--- config.mk ---
export PLATFORM = sky130hd
export DESIGN_NAME = counting_semaphore_wait_queue_unit
export DESIGN_NICKNAME = d
export VERILOG_FILES = /design/src/hdl/csem_pkg.sv /design/src/hdl/counting_semaphore_wait_queue_unit.sv /design/src/hdl/csem_cell.sv /design/src/hdl/csem_queue.sv
export SDC_FILE = /design/constraint.sdc
export NUM_CORES = 1
export LEC_CHECK = 0
export BUFFER_PORTS_ARGS = -buffer_cell sky130_fd_sc_hd__buf_2
export CORE_ASPECT_RATIO = 1.4
export CORE_MARGIN = 5
export CORE_UTILIZATION = 55
export DETAILED_ROUTE_END_ITERATION = 8
export PLACE_DENSITY = 0.72
export SETUP_SLACK_MARGIN = 0.4
export SLEW_MARGIN = 20
export SYNTH_ARGS = -nofsm -noshare
export SYNTH_HDL_FRONTEND = slang
export SYNTH_SLANG_ARGS = --single-unit
--- constraint.sdc ---
create_clock -name clk -period 5.3 [get_ports clk]
set_input_delay 0.795 -clock clk [delete_from_list [all_inputs] [get_ports clk]]
set_output_delay 0.795 -clock clk [all_outputs]
set_load 0.02 [all_outputs]
--- src/hdl/csem_pkg.sv ---
`timescale 1ns / 1ps
// ----------------------------------------------------------------------------
// csem_pkg
// Types, codes and sizes shared by the counting semaphore wait queue.
// ----------------------------------------------------------------------------
package csem_pkg;

    localparam int MAX_THREADS     = 16;
    localparam int PRIORITY_LEVELS = 8;

    localparam int ID_W    = 4;
    localparam int PRIO_W  = 3;
    localparam int COUNT_W = 9;
    localparam int INIT_W  = 8;

    localparam logic signed [COUNT_W-1:0] COUNT_TOP = 9'sd255;

    // operation codes
    localparam logic [1:0] MODE_WAIT       = 2'd0;
    localparam logic [1:0] MODE_SIGNAL     = 2'd1;
    localparam logic [1:0] MODE_SIGNAL_ALL = 2'd2;
    localparam logic [1:0] MODE_QUERY      = 2'd3;

    // result status codes
    localparam logic [2:0] STAT_GRANTED   = 3'd0;
    localparam logic [2:0] STAT_BLOCKED   = 3'd1;
    localparam logic [2:0] STAT_WOKE      = 3'd2;
    localparam logic [2:0] STAT_NONE      = 3'd3;
    localparam logic [2:0] STAT_FOUND     = 3'd4;
    localparam logic [2:0] STAT_NOT_FOUND = 3'd5;
    localparam logic [2:0] STAT_FULL      = 3'd6;

    typedef struct packed {
        logic [1:0]        mode;
        logic [ID_W-1:0]   thread_id;
        logic [PRIO_W-1:0] priority_req;
    } in_item_t;

    typedef struct packed {
        logic [2:0]        status;
        logic [ID_W-1:0]   woken_id;
        logic [PRIO_W-1:0] woken_priority;
        logic              last;
    } out_item_t;

    // commands broadcast to every cell
    typedef struct packed {
        logic              clear;
        logic              enq;
        logic              pop;
        logic [ID_W-1:0]   id;
        logic [PRIO_W-1:0] pri;
    } q_ctrl_t;

    // queue status seen by the controller
    typedef struct packed {
        logic              empty;
        logic              full;
        logic              more;
        logic              found;
        logic [ID_W-1:0]   head_id;
        logic [PRIO_W-1:0] head_pri;
    } q_stat_t;

    typedef enum logic {
        S_IDLE,
        S_DRAIN
    } ctl_state_t;

    function automatic logic [PRIO_W-1:0] clamp_prio(input logic [PRIO_W-1:0] p);
        logic [PRIO_W:0] wide;
        wide = {1'b0, p};
        if (wide >= (PRIO_W+1)'(PRIORITY_LEVELS))
            return PRIO_W'(PRIORITY_LEVELS - 1);
        return p;
    endfunction

endpackage

--- src/hdl/counting_semaphore_wait_queue_unit.sv ---
`timescale 1ns / 1ps
// ----------------------------------------------------------------------------
// counting_semaphore_wait_queue_unit
// Counting semaphore with a first-in first-out queue of blocked threads.
// ----------------------------------------------------------------------------
// Wait, signal and query: the result is formed in the cycle the item is
// accepted and held in the output register, and the next item is taken as
// soon as that register is free or being emptied. Signal-all on a non-empty
// queue releases its waiters one by one after it is accepted, each leaving
// the head of the cell chain with one shift while the output register is
// free; a full queue holds 16 threads. Writing the initial count reloads the
// counter and empties the queue; it is taken only while no signal-all runs,
// and input items are held off in any cycle in which a write is offered.
// ----------------------------------------------------------------------------
module counting_semaphore_wait_queue_unit
    import csem_pkg::*;
(
    input  logic              clk,
    input  logic              rst_n,
    input  logic              in_valid,
    output logic              in_stall,
    input  in_item_t          in_item,
    output logic              out_valid,
    input  logic              out_stall,
    output out_item_t         out_item,
    input  logic              cfg_valid,
    output logic              cfg_ready,
    input  logic [INIT_W-1:0] cfg_data
);

    ctl_state_t state_reg;
    ctl_state_t state_next;

    logic signed [COUNT_W-1:0] count_reg;
    logic signed [COUNT_W-1:0] count_next;
    logic signed [COUNT_W-1:0] count_inc;

    logic      out_valid_reg;
    logic      out_valid_next;
    out_item_t out_item_reg;
    out_item_t out_item_next;

    q_ctrl_t ctrl;
    q_stat_t stat;

    logic slot_free;
    logic in_fire;
    logic cfg_fire;
    logic drain_go;

    assign slot_free = !out_valid_reg || !out_stall;
    assign in_fire   = in_valid && !in_stall;
    assign cfg_fire  = cfg_valid && cfg_ready;
    assign count_inc = (count_reg < COUNT_TOP) ? count_reg + 9'sd1 : count_reg;

    csem_queue u_queue (
        .clk   (clk),
        .rst_n (rst_n),
        .ctrl  (ctrl),
        .key   (in_item.thread_id),
        .stat  (stat)
    );

    // next state
    always_comb
    begin
        state_next = state_reg;
        case (state_reg)
            S_IDLE:
            begin
                if (in_fire && in_item.mode == MODE_SIGNAL_ALL && !stat.empty)
                    state_next = S_DRAIN;
            end
            S_DRAIN:
            begin
                if (slot_free && !stat.more)
                    state_next = S_IDLE;
            end
            default: state_next = S_IDLE;
        endcase
    end

    // state outputs
    always_comb
    begin
        in_stall  = 1'b1;
        cfg_ready = 1'b0;
        drain_go  = 1'b0;
        case (state_reg)
            S_IDLE:
            begin
                // an offered write goes ahead of any item
                in_stall  = !slot_free || cfg_valid;
                cfg_ready = 1'b1;
            end
            S_DRAIN:
            begin
                drain_go = slot_free;
            end
            default:
            begin
                in_stall = 1'b1;
            end
        endcase
    end

    // datapath: counter, queue commands, result
    always_comb
    begin
        count_next     = count_reg;
        out_valid_next = out_valid_reg && out_stall;
        out_item_next  = out_item_reg;
        ctrl.clear     = 1'b0;
        ctrl.enq       = 1'b0;
        ctrl.pop       = 1'b0;
        ctrl.id        = in_item.thread_id;
        ctrl.pri       = clamp_prio(in_item.priority_req);

        if (cfg_fire)
        begin
            ctrl.clear = 1'b1;
            count_next = COUNT_W'({1'b0, cfg_data});
        end
        else if (drain_go)
        begin
            count_next     = count_inc;
            ctrl.pop       = 1'b1;
            out_valid_next = 1'b1;
            out_item_next  = '{status: STAT_WOKE, woken_id: stat.head_id,
                               woken_priority: stat.head_pri, last: !stat.more};
        end
        else if (in_fire)
        begin
            out_valid_next = 1'b1;
            out_item_next  = '{status: STAT_NONE, woken_id: '0,
                               woken_priority: '0, last: 1'b1};
            case (in_item.mode)
                MODE_WAIT:
                begin
                    if (count_reg > 9'sd0)
                    begin
                        count_next           = count_reg - 9'sd1;
                        out_item_next.status = STAT_GRANTED;
                    end
                    else if (stat.full)
                    begin
                        out_item_next.status = STAT_FULL;
                    end
                    else
                    begin
                        count_next           = count_reg - 9'sd1;
                        ctrl.enq             = 1'b1;
                        out_item_next.status = STAT_BLOCKED;
                    end
                end
                MODE_SIGNAL:
                begin
                    count_next = count_inc;
                    if (count_inc <= 9'sd0 && !stat.empty)
                    begin
                        ctrl.pop                     = 1'b1;
                        out_item_next.status         = STAT_WOKE;
                        out_item_next.woken_id       = stat.head_id;
                        out_item_next.woken_priority = stat.head_pri;
                    end
                end
                MODE_SIGNAL_ALL:
                begin
                    // a non-empty queue is drained one waiter per cycle while the output register is free
                    if (!stat.empty)
                        out_valid_next = out_valid_reg && out_stall;
                end
                MODE_QUERY:
                begin
                    out_item_next.status = stat.found ? STAT_FOUND : STAT_NOT_FOUND;
                end
                default:
                begin
                    out_item_next.status = STAT_NONE;
                end
            endcase
        end
    end

    always_ff @(posedge clk or negedge rst_n)
    begin
        if (!rst_n)
        begin
            state_reg     <= S_IDLE;
            count_reg     <= '0;
            out_valid_reg <= 1'b0;
        end
        else
        begin
            state_reg     <= state_next;
            count_reg     <= count_next;
            out_valid_reg <= out_valid_next;
        end
    end

    always_ff @(posedge clk)
    begin
        out_item_reg <= out_item_next;
    end

    assign out_valid = out_valid_reg;
    assign out_item  = out_item_reg;

endmodule

--- src/hdl/csem_cell.sv ---
`timescale 1ns / 1ps
// ----------------------------------------------------------------------------
// csem_cell
// One slot of the wait queue: holds a thread id and priority, fills when it
// is the first free slot, and takes its upper neighbor's entry on a pop; a clear empties it.
// ----------------------------------------------------------------------------
module csem_cell
    import csem_pkg::*;
(
    input  logic              clk,
    input  logic              rst_n,
    input  q_ctrl_t           ctrl,
    input  logic [ID_W-1:0]   key,
    input  logic              prev_valid,
    input  logic              nbr_valid,
    input  logic [ID_W-1:0]   nbr_id,
    input  logic [PRIO_W-1:0] nbr_pri,
    output logic              valid,
    output logic [ID_W-1:0]   id,
    output logic [PRIO_W-1:0] pri,
    output logic              match
);

    logic              valid_reg;
    logic              valid_next;
    logic [ID_W-1:0]   id_reg;
    logic [ID_W-1:0]   id_next;
    logic [PRIO_W-1:0] pri_reg;
    logic [PRIO_W-1:0] pri_next;

    always_comb
    begin
        valid_next = valid_reg;
        id_next    = id_reg;
        pri_next   = pri_reg;
        if (ctrl.clear)
        begin
            valid_next = 1'b0;
        end
        else if (ctrl.pop)
        begin
            valid_next = nbr_valid;
            id_next    = nbr_id;
            pri_next   = nbr_pri;
        end
        else if (ctrl.enq && !valid_reg && prev_valid)
        begin
            // first free slot in the chain
            valid_next = 1'b1;
            id_next    = ctrl.id;
            pri_next   = ctrl.pri;
        end
    end

    always_ff @(posedge clk or negedge rst_n)
    begin
        if (!rst_n)
            valid_reg <= 1'b0;
        else
            valid_reg <= valid_next;
    end

    always_ff @(posedge clk)
    begin
        id_reg  <= id_next;
        pri_reg <= pri_next;
    end

    assign valid = valid_reg;
    assign id    = id_reg;
    assign pri   = pri_reg;
    assign match = valid_reg && (id_reg == key);

endmodule

--- src/hdl/csem_queue.sv ---
`timescale 1ns / 1ps
// ----------------------------------------------------------------------------
// csem_queue
// Row of wait queue cells, head at cell 0, entries shift toward the head on
// every pop.
// ----------------------------------------------------------------------------
module csem_queue
    import csem_pkg::*;
(
    input  logic            clk,
    input  logic            rst_n,
    input  q_ctrl_t         ctrl,
    input  logic [ID_W-1:0] key,
    output q_stat_t         stat
);

    logic [MAX_THREADS-1:0]   valid;
    logic [MAX_THREADS-1:0]   match;
    logic [ID_W-1:0]          ids  [MAX_THREADS];
    logic [PRIO_W-1:0]        pris [MAX_THREADS];

    for (genvar i = 0; i < MAX_THREADS; i++)
    begin : g_cell
        logic              prev_v;
        logic              nbr_v;
        logic [ID_W-1:0]   nbr_i;
        logic [PRIO_W-1:0] nbr_p;

        if (i == 0)
        begin : g_first
            assign prev_v = 1'b1;
        end
        else
        begin : g_mid
            assign prev_v = valid[i-1];
        end

        if (i == MAX_THREADS - 1)
        begin : g_end
            assign nbr_v = 1'b0;
            assign nbr_i = '0;
            assign nbr_p = '0;
        end
        else
        begin : g_link
            assign nbr_v = valid[i+1];
            assign nbr_i = ids[i+1];
            assign nbr_p = pris[i+1];
        end

        csem_cell u_cell (
            .clk        (clk),
            .rst_n      (rst_n),
            .ctrl       (ctrl),
            .key        (key),
            .prev_valid (prev_v),
            .nbr_valid  (nbr_v),
            .nbr_id     (nbr_i),
            .nbr_pri    (nbr_p),
            .valid      (valid[i]),
            .id         (ids[i]),
            .pri        (pris[i]),
            .match      (match[i])
        );
    end

    always_comb
    begin
        stat.empty    = !valid[0];
        stat.full     = valid[MAX_THREADS-1];
        stat.more     = valid[1];
        stat.found    = |match;
        stat.head_id  = ids[0];
        stat.head_pri = pris[0];
    end

endmodule

# After elaboration in Yosys (flattened, before gate mapping)
# Cells that the tools add are included.
# totals
register_bits,150
latch_bits,0
ramBits,0
romBits,0
in_bits,22
output_inout_bits,14
elab_cells,360
n_memories,0
# op_classes
n_addsub,2
mul,0
div,0
magnitude_cmp,3
n_eq_ne,20
shifts,0
muxes,146
bitwise,3
reduce_logical,131
# op_table
op,count
4-bit two-way mux,31
3-bit two-way mux,33
1-bit two-way mux,67
4-bit equality test,16
1-bit logical AND,54
9-bit two-way mux,6
3-bit nonzero test,17
2-bit AND reduction,17
2-bit nonzero test,17
1-bit logical NOT,20
9-bit case mux with 2 select lines,1
8-bit two-way mux,2
16-bit OR reduction,1
11-bit two-way mux,1
9-bit by 2-bit adder with 9-bit output (second input constant),1
9-bit by 1-bit greater-than comparator with 1-bit output (second input constant),1
9-bit by 1-bit <= comparator with 1-bit output (second input constant),1
9-bit < comparator (second input constant),1
3-bit case mux with 3 select lines,1
9-bit by 2-bit subtractor with 9-bit output (second input constant),1
7-bit two-way mux,1
5-bit inequality test (second input constant),1
2-bit equality test (second input constant),2
2-bit two-way mux,2
other kinds (7),10

# Longest topological paths before layout
# Gate-level depths: netlist of run 1.
# depth
depth_word,15
mapped_depth,10
depth_no_buf,8

# Cells and area by module
# From an unflattened synthesis of run 1, not the netlist that was laid out.
# hier_totals
cells_unflattened,695
hier_area_um2,8366.8
# by_module_without_submodules
mod,n_inst,cells_each,area_each_um2,seq_area_each_um2
csem_cell,16,31,416.6,235.2
counting_semaphore_wait_queue_unit,1,189,1642.8,605.6
csem_queue,1,10,57.6,0.0

# Worst setup path after synthesis of run 1
# No wires, ideal clock.
# synth_timing
path_kind,input to register
from,in out_stall
to,"reg u_queue.g_cell[10].u_cell.id_reg[0], enable pin"
setup_ps,381
t_arrival_ps,2522
required_time_ps,4919
slack_ps,2398
path_stages,6
path_buffers,1
cell_sequence,and2_1 > nor3_1 > nand2_1 > nand4b_1 > clkbuf_1 > o21ai_0
# synth_via
elab_chain_len,14
elab_cells_between_ends,16
cone_classes,mux (6); reduce/logical (10)
# synth_rtl
element,line,text
start: declaration,counting_semaphore_wait_queue_unit.sv:24,"input logic out_stall,"
1-bit logical NOT (*),counting_semaphore_wait_queue_unit.sv:51,assign slot_free = !out_valid_reg || !out_stall;
1-bit logical OR (*),counting_semaphore_wait_queue_unit.sv:51,
1-bit logical NOT,counting_semaphore_wait_queue_unit.sv:93,in_stall = !slot_free || cfg_valid;
1-bit logical OR,counting_semaphore_wait_queue_unit.sv:93,
1-bit two-way mux,counting_semaphore_wait_queue_unit.sv:89,case (state_reg)
1-bit logical NOT,counting_semaphore_wait_queue_unit.sv:52,assign in_fire = in_valid && !in_stall;
1-bit logical AND,counting_semaphore_wait_queue_unit.sv:52,
2-bit two-way mux,counting_semaphore_wait_queue_unit.sv:132,else if (in_fire)
1-bit two-way mux,counting_semaphore_wait_queue_unit.sv:124,else if (drain_go)
2-bit two-way mux (*),counting_semaphore_wait_queue_unit.sv:119,if (cfg_fire)
1-bit logical AND (2 in a row),csem_cell.sv:46,else if (ctrl.enq && !valid_reg && prev_valid)
2-bit nonzero test (no line) (*),-,
2-bit AND reduction (no line) (*),-,
end signal: assignment,csem_cell.sv:65,id_reg <= id_next;
end: declaration,csem_cell.sv:26,logic [ID_W-1:0] id_reg;
# Mark *: on every way between the ends. The rest lies on a longest branch, timed or not.
# A chain may end at the register's enable or synchronous reset.

# Final worst setup path of run 1
# layout_timing
from,reg count_reg[2]
to,"reg u_queue.g_cell[13].u_cell.pri_reg[0], data pin"
# layout_via
elab_chain_len,10
elab_cells_between_ends,11
cone_classes,add/sub (1); order compare (2); mux (7); reduce/logical (1)
# layout_rtl
element,line,text
start: declaration,counting_semaphore_wait_queue_unit.sv:34,logic signed [COUNT_W-1:0] count_reg;
start signal: assignment,counting_semaphore_wait_queue_unit.sv:196,count_reg <= count_next;
9-bit by 2-bit adder with 9-bit output or 9-bit < comparator (tied branches),counting_semaphore_wait_queue_unit.sv:54,assign count_inc = (count_reg < COUNT_TOP) ? count_reg + 9'sd1 : count_reg;
9-bit two-way mux (*),counting_semaphore_wait_queue_unit.sv:54,
9-bit by 1-bit <= comparator with 1-bit output (*),counting_semaphore_wait_queue_unit.sv:159,if (count_inc <= 9'sd0 && !stat.empty)
1-bit logical AND (*),counting_semaphore_wait_queue_unit.sv:159,
1-bit two-way mux (*),counting_semaphore_wait_queue_unit.sv:159,
1-bit two-way mux (*),counting_semaphore_wait_queue_unit.sv:137,case (in_item.mode)
2-bit two-way mux (*),counting_semaphore_wait_queue_unit.sv:132,
1-bit two-way mux (*),counting_semaphore_wait_queue_unit.sv:124,
2-bit two-way mux (*),counting_semaphore_wait_queue_unit.sv:119,
3-bit two-way mux (*),csem_cell.sv:40,else if (ctrl.pop)
end signal: assignment,csem_cell.sv:66,pri_reg <= pri_next;
end: declaration,csem_cell.sv:28,logic [PRIO_W-1:0] pri_reg;
# Marked as above.

==> results.json, run 1 <==
{
  "synth-edff-count": 123,
  "io_pins": 36,
  "yosysWarnings": 0,
  "setup_tns_ns": 0,
  "period_minus_slack_ns": 3.24,
  "area_growth_pct": 11.6,
  "die_h_um": 152,
  "async_flop_share_pct": 18.0,
  "setup_violations": 0,
  "dpl.cell_count": 822,
  "cts_resized": 0,
  "fillerInstances": 1122,
  "max_slew.worst_pin.slew_ns": 0.926,
  "synth_compound_area_share_pct": 7.78,
  "drc": 0,
  "yosys.cell_types.count": 57,
  "max_freq_ghz": 0.309,
  "synth_top_family_by_area": "multiplexers",
  "synthMuxAreaShare_pct": 17.2,
  "regToRegEndpoint": "u_queue.g_cell[13].u_cell.pri[0]",
  "wl_per_cell_um": 19.3,
  "r2r_slack_ns": 2.06,
  "crit_path_end_kind": "register",
  "skew_ns": 0.00611,
  "ant_nets": 0,
  "final_common_cell": "edfxtp_1",
  "layout_common_cells": "edfxtp_1, mux2_2, xor2_1",
  "required_ns": 5.47,
  "overflow": 0,
  "synthAdderAreaFrac_pct": 0.316,
  "critical_path.max_stage_delay_ns": 0.51,
  "drtIter0Drc": 444,
  "netlist_instances": 631,
  "rsz0062_at_grt": "no",
  "grt_pass1_wl_um": 27200,
  "first_pass_iters": 5,
  "status": "finished clean",
  "cts_buffers": 17,
  "die-area_um2": 17000,
  "drv_slew": 0,
  "hold_ws_ns": 0.397,
  "ys_seq_elements": 150,
  "grt_pass1_vias": 5241,
  "core-area_um2": 14300,
  "drive_gt1_share_pct": 29.9,
  "insertion_delay_ns": 0.42,
  "rows": 52,
  "r2r_cells": 7,
  "irDropWorstVdd_v": 0.000197,
  "drt_wl_total_um": 16500,
  "die-width_um": 111,
  "path_clk_slew_ns": 0.06,
  "grt_usage_pct": 20.2,
  "io_buffer_count": 35,
  "cts_tree": "built",
  "maxCapViolations": 0,
  "hold_violations": 0,
  "seq_area_frac_synth_pct": 55.1,
  "grt_max_degree": 100,
  "synth_xor_area_share_pct": 7.18,
  "cpLargestDelayFamily": "compound AO/OA/AOI/OAI gates",
  "avgSynthCellArea_um2": 12.6,
  "dp_hpwl_um": 11000,
  "critPathArrivalTime_ns": 3.41,
  "final_area_um2": 8850,
  "crit_end": "u_queue.g_cell[13].u_cell.pri[0]",
  "synth_area_um2": 7930,
  "synth_top_area_share_pct": 46.6,
  "crit_slowest_cell": "dfrtp_1",
  "synth_simple_gate_area_share_pct": 9.25,
  "cts_buffer_depth": 2,
  "synth_area_leaders": "edfxtp_1, mux2_2, dfrtp_1",
  "h-tree-depth": 4,
  "hold_class": "in -> async",
  "cp_max_fo": 99,
  "vias": 5057,
  "fin_nets": 676,
  "crit_type": "reg -> reg",
  "powerDensity_nw_per_um2": 305,
  "grt_antenna_before_repair": 0,
  "vias_per_cell": 5.92,
  "synthFlopType": "edfxtp_1",
  "cts.sink_count": 150,
  "min_period_over_period_pct": 61.1,
  "post_dp_cell_area_um2": 8270,
  "largest_reg_flops": 64,
  "path_cells": "and4_1 > nand4_1 > a2111oi_2 > a32oi_2 > o31ai_4 > buf_12 > mux2_2",
  "diodes": 0,
  "r2r-start": "count_reg[2]",
  "critical_path_depth": 7,
  "max_slew_margin_pct": 38.1,
  "stdcell_count": 854,
  "path_buf_inv": 1,
  "cts_hold_buf": 0,
  "cp-start-kind": "register",
  "p_leak_nw": 3.12,
  "worstSetupStartpoint": "count_reg[2]",
  "syn_nets": 655,
  "root_buffer": "clkbuf_16",
  "start_util_pct": 55.4,
  "routabilityCongestion": 0.864,
  "synth_top_cell_by_area": "edfxtp_1",
  "cts_setup_buffers": 0
}
[report_power, final]
part	leakage [nW]	internal, W	switching [W]
sequential	1.47	0.00129	0.0000263
combinational	1.37	0.0000835	0.000116
clock	0.277	0.000694	0.000487
[per-layer routing]
layer,up-vias,part of all wire [%],GRT usage (%)
met5,-,0,0
met2,133,52,35.1
met3,41,3.6,4.18
met4,0,3.7,10.1
li1,2369,-,-
met1,2514,41,23.6
[through the flow]
step | total power [W] | util, % | setup WS, ns
5_1_grt | 0.00279 | 61.8 | 1.90
4_1_cts | 0.00271 | 61.8 | 1.97
6_report | 0.00270 | 61.8 | 2.06
2_1_floorplan | 0.00149 | - | 2.40
3_5_place_dp | 0.00154 | 57.8 | 1.94
3_3_place_gp | 0.00153 | 57.8 | 2.10
[worst min-delay path by stage]
| stage | start | end | slack, ns |
|---|---|---|---|
| 2_1_floorplan | rst_n | count_reg[0] | 0.50 |
| 3_3_place_gp | u_queue.g_cell[0].u_cell.pri[1] | out_item[2] | 0.52 |
| 3_5_place_dp | u_queue.g_cell[0].u_cell.pri[2] | out_item[3] | 0.53 |
| 4_1_cts | rst_n | count_reg[4] | 0.42 |
| 5_1_grt | rst_n | count_reg[4] | 0.46 |
| 6_report | rst_n | count_reg[6] | 0.40 |
[synth_stat cells, types with 2 or more instances]
library cell / number
edfxtp_1: 123
mux2_2: 111
xor2_1: 49
nand2_1: 45
o21ai_0: 42
clkbuf_1: 31
dfrtp_1: 27
nor4_1: 17
nor2_1: 16
xnor2_1: 16
nand2b_1: 15
buf_2: 14
a21oi_1: 12
nor2b_1: 12
mux2_1: 9
and2_1: 8
nor3_1: 8
nand3_1: 6
buf_1: 5
inv_1: 5
a311oi_1: 4
a31oi_1: 4
and3_1: 4
nand4_1: 4
a211oi_1: 3
a221oi_1: 2
a22o_1: 2
a22oi_1: 2
and4_1: 2
buf_6: 2
ha_1: 2
o21a_1: 2
o311a_1: 2
o31ai_1: 2
[final cells by class]
class	instances	area (um^2)	share of cell area (%)
Clock buffer	17	425	4.81
Multi-Input combinational cell	423	3310	37.4
Timing Repair Buffer	55	338	3.82
Tap cell	189	236	2.67
Sequential cell	150	4370	49.4
Inverter	5	18.8	0.212
Clock inverter	15	153	1.73
[cells by family after synthesis]
group                    count (synthesis)
AO/OA/AOI/OAI                           93
adder cells (fa/ha/maj)                  2
buffers and inverters                   58
XOR/XNOR                                65
AND/OR/NAND/NOR                        142
multiplexers                           121
flip-flops                             150
No activity file was read; power rests on OpenSTA's default activity.
==> run 2, diff against run 1 <==
--- a/config.mk
+++ b/config.mk
@@ -10,7 +10,7 @@
 export CORE_MARGIN = 5
 export CORE_UTILIZATION = 55
 export DETAILED_ROUTE_END_ITERATION = 8
-export PLACE_DENSITY = 0.72
+export PLACE_DENSITY = 0.75
 export SETUP_SLACK_MARGIN = 0.4
 export SLEW_MARGIN = 20
 export SYNTH_ARGS = -nofsm -noshare
==> constraint.sdc (replaced) <==
create_clock -name clk -period 2.86 [get_ports clk]
set_input_delay 0.429 -clock clk [delete_from_list [all_inputs] [get_ports clk]]
set_output_delay 0.429 -clock clk [all_outputs]
set_load 0.02 [all_outputs]
==> run 2 against run 1 <==
Effect of this change: cell area grew 15%; die area is the same; global-route usage up 3.7 points.
==> results.json, run 2 (same netlist as run 1, synthesis figures left out) <==
{
  "cp-start-kind": "register",
  "max_slew_margin_pct": 55.0,
  "die-area_um2": 17000,
  "cts_tree": "built",
  "largest_reg_flops": 64,
  "grt_antenna_before_repair": 0,
  "required_ns": 3.03,
  "layout_common_cells": "edfxtp_1, mux2_4, xor2_1",
  "first_pass_iters": 5,
  "area_growth_pct": 28.4,
  "irDropWorstVdd_v": 0.000564,
  "vias_per_cell": 6.12,
  "vias": 5520,
  "hold_violations": 0,
  "cts_hold_buf": 0,
  "wl_per_cell_um": 22.6,
  "diodes": 0,
  "grt_max_degree": 29,
  "seq_area_um2": 4370,
  "setup_violations": 0,
  "drc": 0,
  "drv_slew": 0,
  "grt_usage_pct": 23.9,
  "start_util_pct": 55.4,
  "io_pins": 36,
  "rsz0062_at_grt": "yes",
  "path_clk_slew_ns": 0.06,
  "grt_pass1_vias": 5681,
  "cts_buffers": 17,
  "ant_nets": 0,
  "grt_pass1_wl_um": 31700,
  "drt_wl_total_um": 20400,
  "max_freq_ghz": 0.363,
  "p_leak_nw": 3.79,
  "critPathArrivalTime_ns": 2.92,
  "p_total_w": 0.00508,
  "period_minus_slack_ns": 2.75,
  "cts.sink_count": 150,
  "final_common_cell": "edfxtp_1",
  "cts_buffer_depth": 2,
  "root_buffer": "clkbuf_16",
  "dp_hpwl_um": 11900,
  "max_slew.worst_pin.slew_ns": 0.675,
  "drtIter0Drc": 442,
  "fillerInstances": 927,
  "io_buffer_count": 35,
  "crit_path_end_kind": "register",
  "min_period_over_period_pct": 96.2,
  "hold_class": "in -> async",
  "skew_ns": 0.00745,
  "multiInputGateArea_um2": 3860,
  "setup_tns_ns": 0,
  "h-tree-depth": 4,
  "crit_type": "reg -> reg",
  "overflow": 0,
  "rows": 52,
  "maxCapViolations": 0,
  "fin_nets": 724,
  "core-area_um2": 14300,
  "status": "finished clean",
  "powerDensity_nw_per_um2": 499,
  "cp_max_fo": 12,
  "die-width_um": 111,
  "drive_gt1_share_pct": 40.8,
  "die_h_um": 152,
  "routabilityCongestion": 0.879,
  "insertion_delay_ns": 0.42
}
[run 2: cell types whose count changed in the layout (fill, tap and decap cells not counted), sizes merged]
cell / previous run / this run
bufinv: 2 / 1
buf: 55 / 102
clkbuf: 17 / 18
clkinvlp: 2 / 3
[run 2: worst max-delay path, stage by stage, from the launching register on]
cell,delay (ns)
dfrtp_1,0.39
and3_4,0.19
buf_6,0.11
a21o_1,0.18
a2111oi_4,0.39
a32oi_4,0.18
o31ai_4,0.23
buf_4,0.17
buf_12,0.16
buf_12,0.15
mux2_2,0.35
[run 2: layout make-up]
type / instances / area share [%]
clock buffers: 17 / 4.18
inverters: 5 / 0.184
clock inverters: 15 / 1.25
repair buffers: 103 / 11.2
flip-flops and latches: 150 / 42.9
well taps: 189 / 2.32
multi-input cells: 423 / 37.9
[run 2: path summary, 6_finish.rpt]
| path | from | endpoint | slack [ns] | cells after the start |
|---|---|---|---|---|
| min in group clk | cfg_data[7] | count_reg[7] | 0.25 | 2 |
| worst max register to register | count_reg[4] | u_queue.g_cell[8].u_cell.id[2] | 0.11 | 10 |
| max in group asynchronous | rst_n | count_reg[0] | 2.35 | 1 |
| worst max-delay path | count_reg[4] | u_queue.g_cell[8].u_cell.id[2] | 0.11 | 10 |
| worst min-delay path | rst_n | count_reg[6] | 0.03 | 1 |
| worst min register to register | u_queue.g_cell[0].u_cell.pri[1] | out_item[2] | 0.54 | 1 |
[run 2: per-layer routing]
layer  wire length (um)  track usage [%]
met1               8090             28.9
met3                862             4.50
met5                  0                0
met2              10600             40.8
met4                836             11.9
[run 2: report_power, final]
part           switching, W  leakage (nW)  internal (W)
Sequential        0.0000186          1.46       0.00239
Combinational      0.000286          2.06      0.000245
Clock              0.000938         0.265       0.00120
Total               0.00124          3.79       0.00383
[run 2: metrics by stage]
stage / hold WS (ns) / cell area [um^2] / worst slack (ns) / util, % / instances
after floorplan: 0.133 / 8090 / 0.153 / - / 631
after global placement: 0.490 / 8640 / 0.0629 / 60.4 / 841
after detailed placement: 0.490 / 8640 / 0.0340 / 60.4 / 841
after CTS: 0.0460 / 10000 / 0.149 / 70.0 / 897
after global routing: 0.0922 / 10200 / 0.0333 / 71.1 / 902
final: 0.0301 / 10200 / 0.107 / 71.1 / 902
[run 2: timing repair]
| action | CTS | global route |
|---|---|---|
| pin swaps | 14 | 1 |
| setup endpoints to repair | 243 | 242 |
| buffers inserted | 15 | 4 |
| gates cloned | 9 | 1 |
| gates resized for setup | 109 | 26 |
==> run 3, diff against run 2 <==
--- a/config.mk
+++ b/config.mk
@@ -5,6 +5,7 @@
 export SDC_FILE = /design/constraint.sdc
 export NUM_CORES = 1
 export LEC_CHECK = 0
+export ABC_AREA = 1
 export BUFFER_PORTS_ARGS = -buffer_cell sky130_fd_sc_hd__buf_2
 export CORE_ASPECT_RATIO = 1.4
 export CORE_MARGIN = 5
==> run 3 against run 2 <==
Effect of this change: area after synthesis fell by 0.33%; non-clock buffer count decreased by 31; global-route usage is 1.6 points lower; clock-buffer cell count increased by 1; routed wire length increased by 4.8%; via count increased by 19%; clock skew about the same; sequential cell count unchanged; fmax rose by 14%; sequential power rose by 2%.
==> results.json, run 3 <==
{
  "max_freq_ghz": 0.416,
  "max_slew_margin_pct": 52.5,
  "overflow": 0,
  "maxCapViolations": 0,
  "avgSynthCellArea_um2": 9.06,
  "grt_pass1_vias": 6019,
  "grt_usage_pct": 22.3,
  "hold_violations": 0,
  "rsz0062_at_grt": "yes",
  "root_buffer": "clkbuf_16",
  "powerDensity_nw_per_um2": 543,
  "synth_area_um2": 7900,
  "synth-edff-count": 123,
  "dp_hpwl_um": 12100,
  "cp-start-kind": "register",
  "crit_type": "reg -> reg",
  "synthFlopType": "edfxtp_1",
  "cts_buffer_depth": 2,
  "grt_pass1_wl_um": 30200,
  "yosys-top-cells-count": "nand2_1, edfxtp_1, inv_1",
  "first_pass_iters": 5,
  "async_flop_share_pct": 18.0,
  "yosysMostFrequentCell": "nand2_1",
  "die_h_um": 152,
  "status": "finished clean",
  "drive_gt1_share_pct": 18.0,
  "yosysWarnings": 0,
  "diodes": 0,
  "cpLargestDelayFamily": "simple AND/OR/NAND/NOR gates",
  "path_clk_slew_ns": 0.06,
  "cts_buffers": 17,
  "netlist_instances": 872,
  "p_leak_nw": 3.96,
  "final_area_um2": 9320,
  "grt_max_degree": 75,
  "synth_top_area_share_pct": 46.7,
  "largest_reg_flops": 64,
  "cts_tree": "built",
  "routabilityCongestion": 0.890,
  "critPathArrivalTime_ns": 2.53,
  "wl_per_cell_um": 19.0,
  "crit_slowest_cell": "dfrtp_2",
  "die-width_um": 111,
  "drc": 0,
  "syn_nets": 896,
  "insertion_delay_ns": 0.43,
  "hold_class": "in -> async",
  "path_buf_inv": 2,
  "cts.sink_count": 150,
  "drt_wl_total_um": 21400,
  "critical_path.max_stage_delay_ns": 0.44,
  "start_util_pct": 56.3,
  "vias_per_cell": 5.86,
  "yosys.cell_types.count": 37,
  "period_minus_slack_ns": 2.40,
  "io_pins": 36,
  "seq_area_frac_synth_pct": 55.3,
  "r2r_cells": 11,
  "vias": 6584,
  "crit_path_frequent_cell": "nand3_2",
  "worstSetupStartpoint": "count_reg[0]",
  "grt_antenna_before_repair": 0,
  "h-tree-depth": 4,
  "synth_top_cell_by_area": "edfxtp_1",
  "max_slew.worst_pin.slew_ns": 0.712,
  "min_period_over_period_pct": 84.1,
  "r2r-start": "count_reg[0]",
  "irDropWorstVdd_v": 0.000294,
  "area_growth_pct": 17.9,
  "final_util_pct": 66.4,
  "required_ns": 2.99,
  "layout_common_cells": "nand2_1, edfxtp_1, inv_1",
  "regToRegEndpoint": "u_queue.g_cell[12].u_cell.pri[1]",
  "setup_violations": 0,
  "drv_slew": 0,
  "ys_seq_elements": 150,
  "fin_nets": 951,
  "drtIter0Drc": 769,
  "r2r_slack_ns": 0.46,
  "final_common_cell": "nand2_1",
  "setup_tns_ns": 0,
  "ant_nets": 0,
  "die-area_um2": 16900,
  "cts_hold_buf": 0,
  "crit_path_end_kind": "register",
  "io_buffer_count": 35,
  "skew_ns": 0.00737,
  "post_dp_cell_area_um2": 8150,
  "path_cells": "inv_2 > ha_2 > nand3_2 > nor2_4 > nand3_2 > o21ai_2 > nand3_2 > nor2_4 > buf_12 > nand3_1 > nand3_4",
  "rows": 51,
  "core-area_um2": 14000,
  "synth_area_leaders": "edfxtp_1, nand2_1, dfrtp_1",
  "cp_max_fo": 8
}
==> run 3: changes by cell type after synthesis, sizes merged, moves of 15 or more <==
cell,delta
buf,+15
clkbuf,-24
inv,+63
mux2,-120
nand2,+302
nand2b,-15
nand3,+65
nand4,+23
nor2,+35
nor4,-17
xor2,-41
==> run 3: cell families (layout without fill, tap and decap cells) <==
| logic type | after synthesis | count (layout) | share of synthesized area [%] |
|---|---|---|---|
| simple gates | 503 | 511 | 28.5 |
| xor+xnor | 32 | 32 | 3.55 |
| buf+inv | 114 | 173 | 7.39 |
| fa+ha+maj | 2 | 2 | 0.317 |
| flops | 150 | 150 | 55.3 |
| mux | 1 | 1 | 0.127 |
| compound gates | 70 | 70 | 4.88 |
==> run 3: stage by stage <==
stage	cells	worst slack (ns)	total power [W]	hold slack (ns)
finish	1124	0.455	0.00506	0.0287
global route	1124	0.334	0.00525	0.0783
CTS	1102	0.402	0.00501	0.0349
detailed placement	1064	0.179	0.00294	0.496
global placement	1064	0.222	0.00293	0.490
floorplan	872	0.615	0.00282	0.133
==> run 3: final cells by class <==
cell class	count	area (um^2)
Clock inverter	13	109
Sequential cell	150	4380
Multi-Input combinational cell	616	3240
Fill cell	1101	4720
Clock buffer	18	429
Tap cell	185	231
Inverter	70	263
Timing Repair Buffer	72	676
==> run 3: worst max-delay path by stage <==
stage	end	depth (start not counted)	slack, ns
global placement	u_queue.g_cell[8].u_cell.pri[2]	10	0.22
finish	u_queue.g_cell[12].u_cell.pri[1]	11	0.46
CTS	u_queue.g_cell[1].u_cell.pri[1]	11	0.40
floorplan	u_queue.g_cell[15].u_cell.id[0]	13	0.62
global route	u_queue.g_cell[3].u_cell.id[3]	14	0.33
detailed placement	u_queue.g_cell[8].u_cell.pri[1]	10	0.18
==> run 3: power by group <==
| group | total, W | internal, W | switching [W] | leakage [nW] |
|---|---|---|---|---|
| combinational | 0.000515 | 0.000181 | 0.000334 | 2.23 |
| clock | 0.00208 | 0.00118 | 0.000899 | 0.263 |
| sequential | 0.00246 | 0.00241 | 0.0000570 | 1.46 |
| total | 0.00506 | 0.00377 | 0.00129 | 3.96 |
==> run 3: metal layers <==
layer | vias to the layer above | share of wire, % | track usage (%)
li1 | 3016 | - | -
met1 | 3131 | 37 | 27.7
met2 | 361 | 50 | 37.6
met3 | 76 | 8.4 | 5.32
met4 | 0 | 4.5 | 9.10
met5 | - | 0 | 0
==> run 3: repair_timing <==
action / in CTS / in global routing
gates cloned: 0 / 17
endpoints found under the setup margin: 239 / 249
resized for setup: 8 / 39
pin swaps: 5 / 18
buffers inserted: 7 / 5
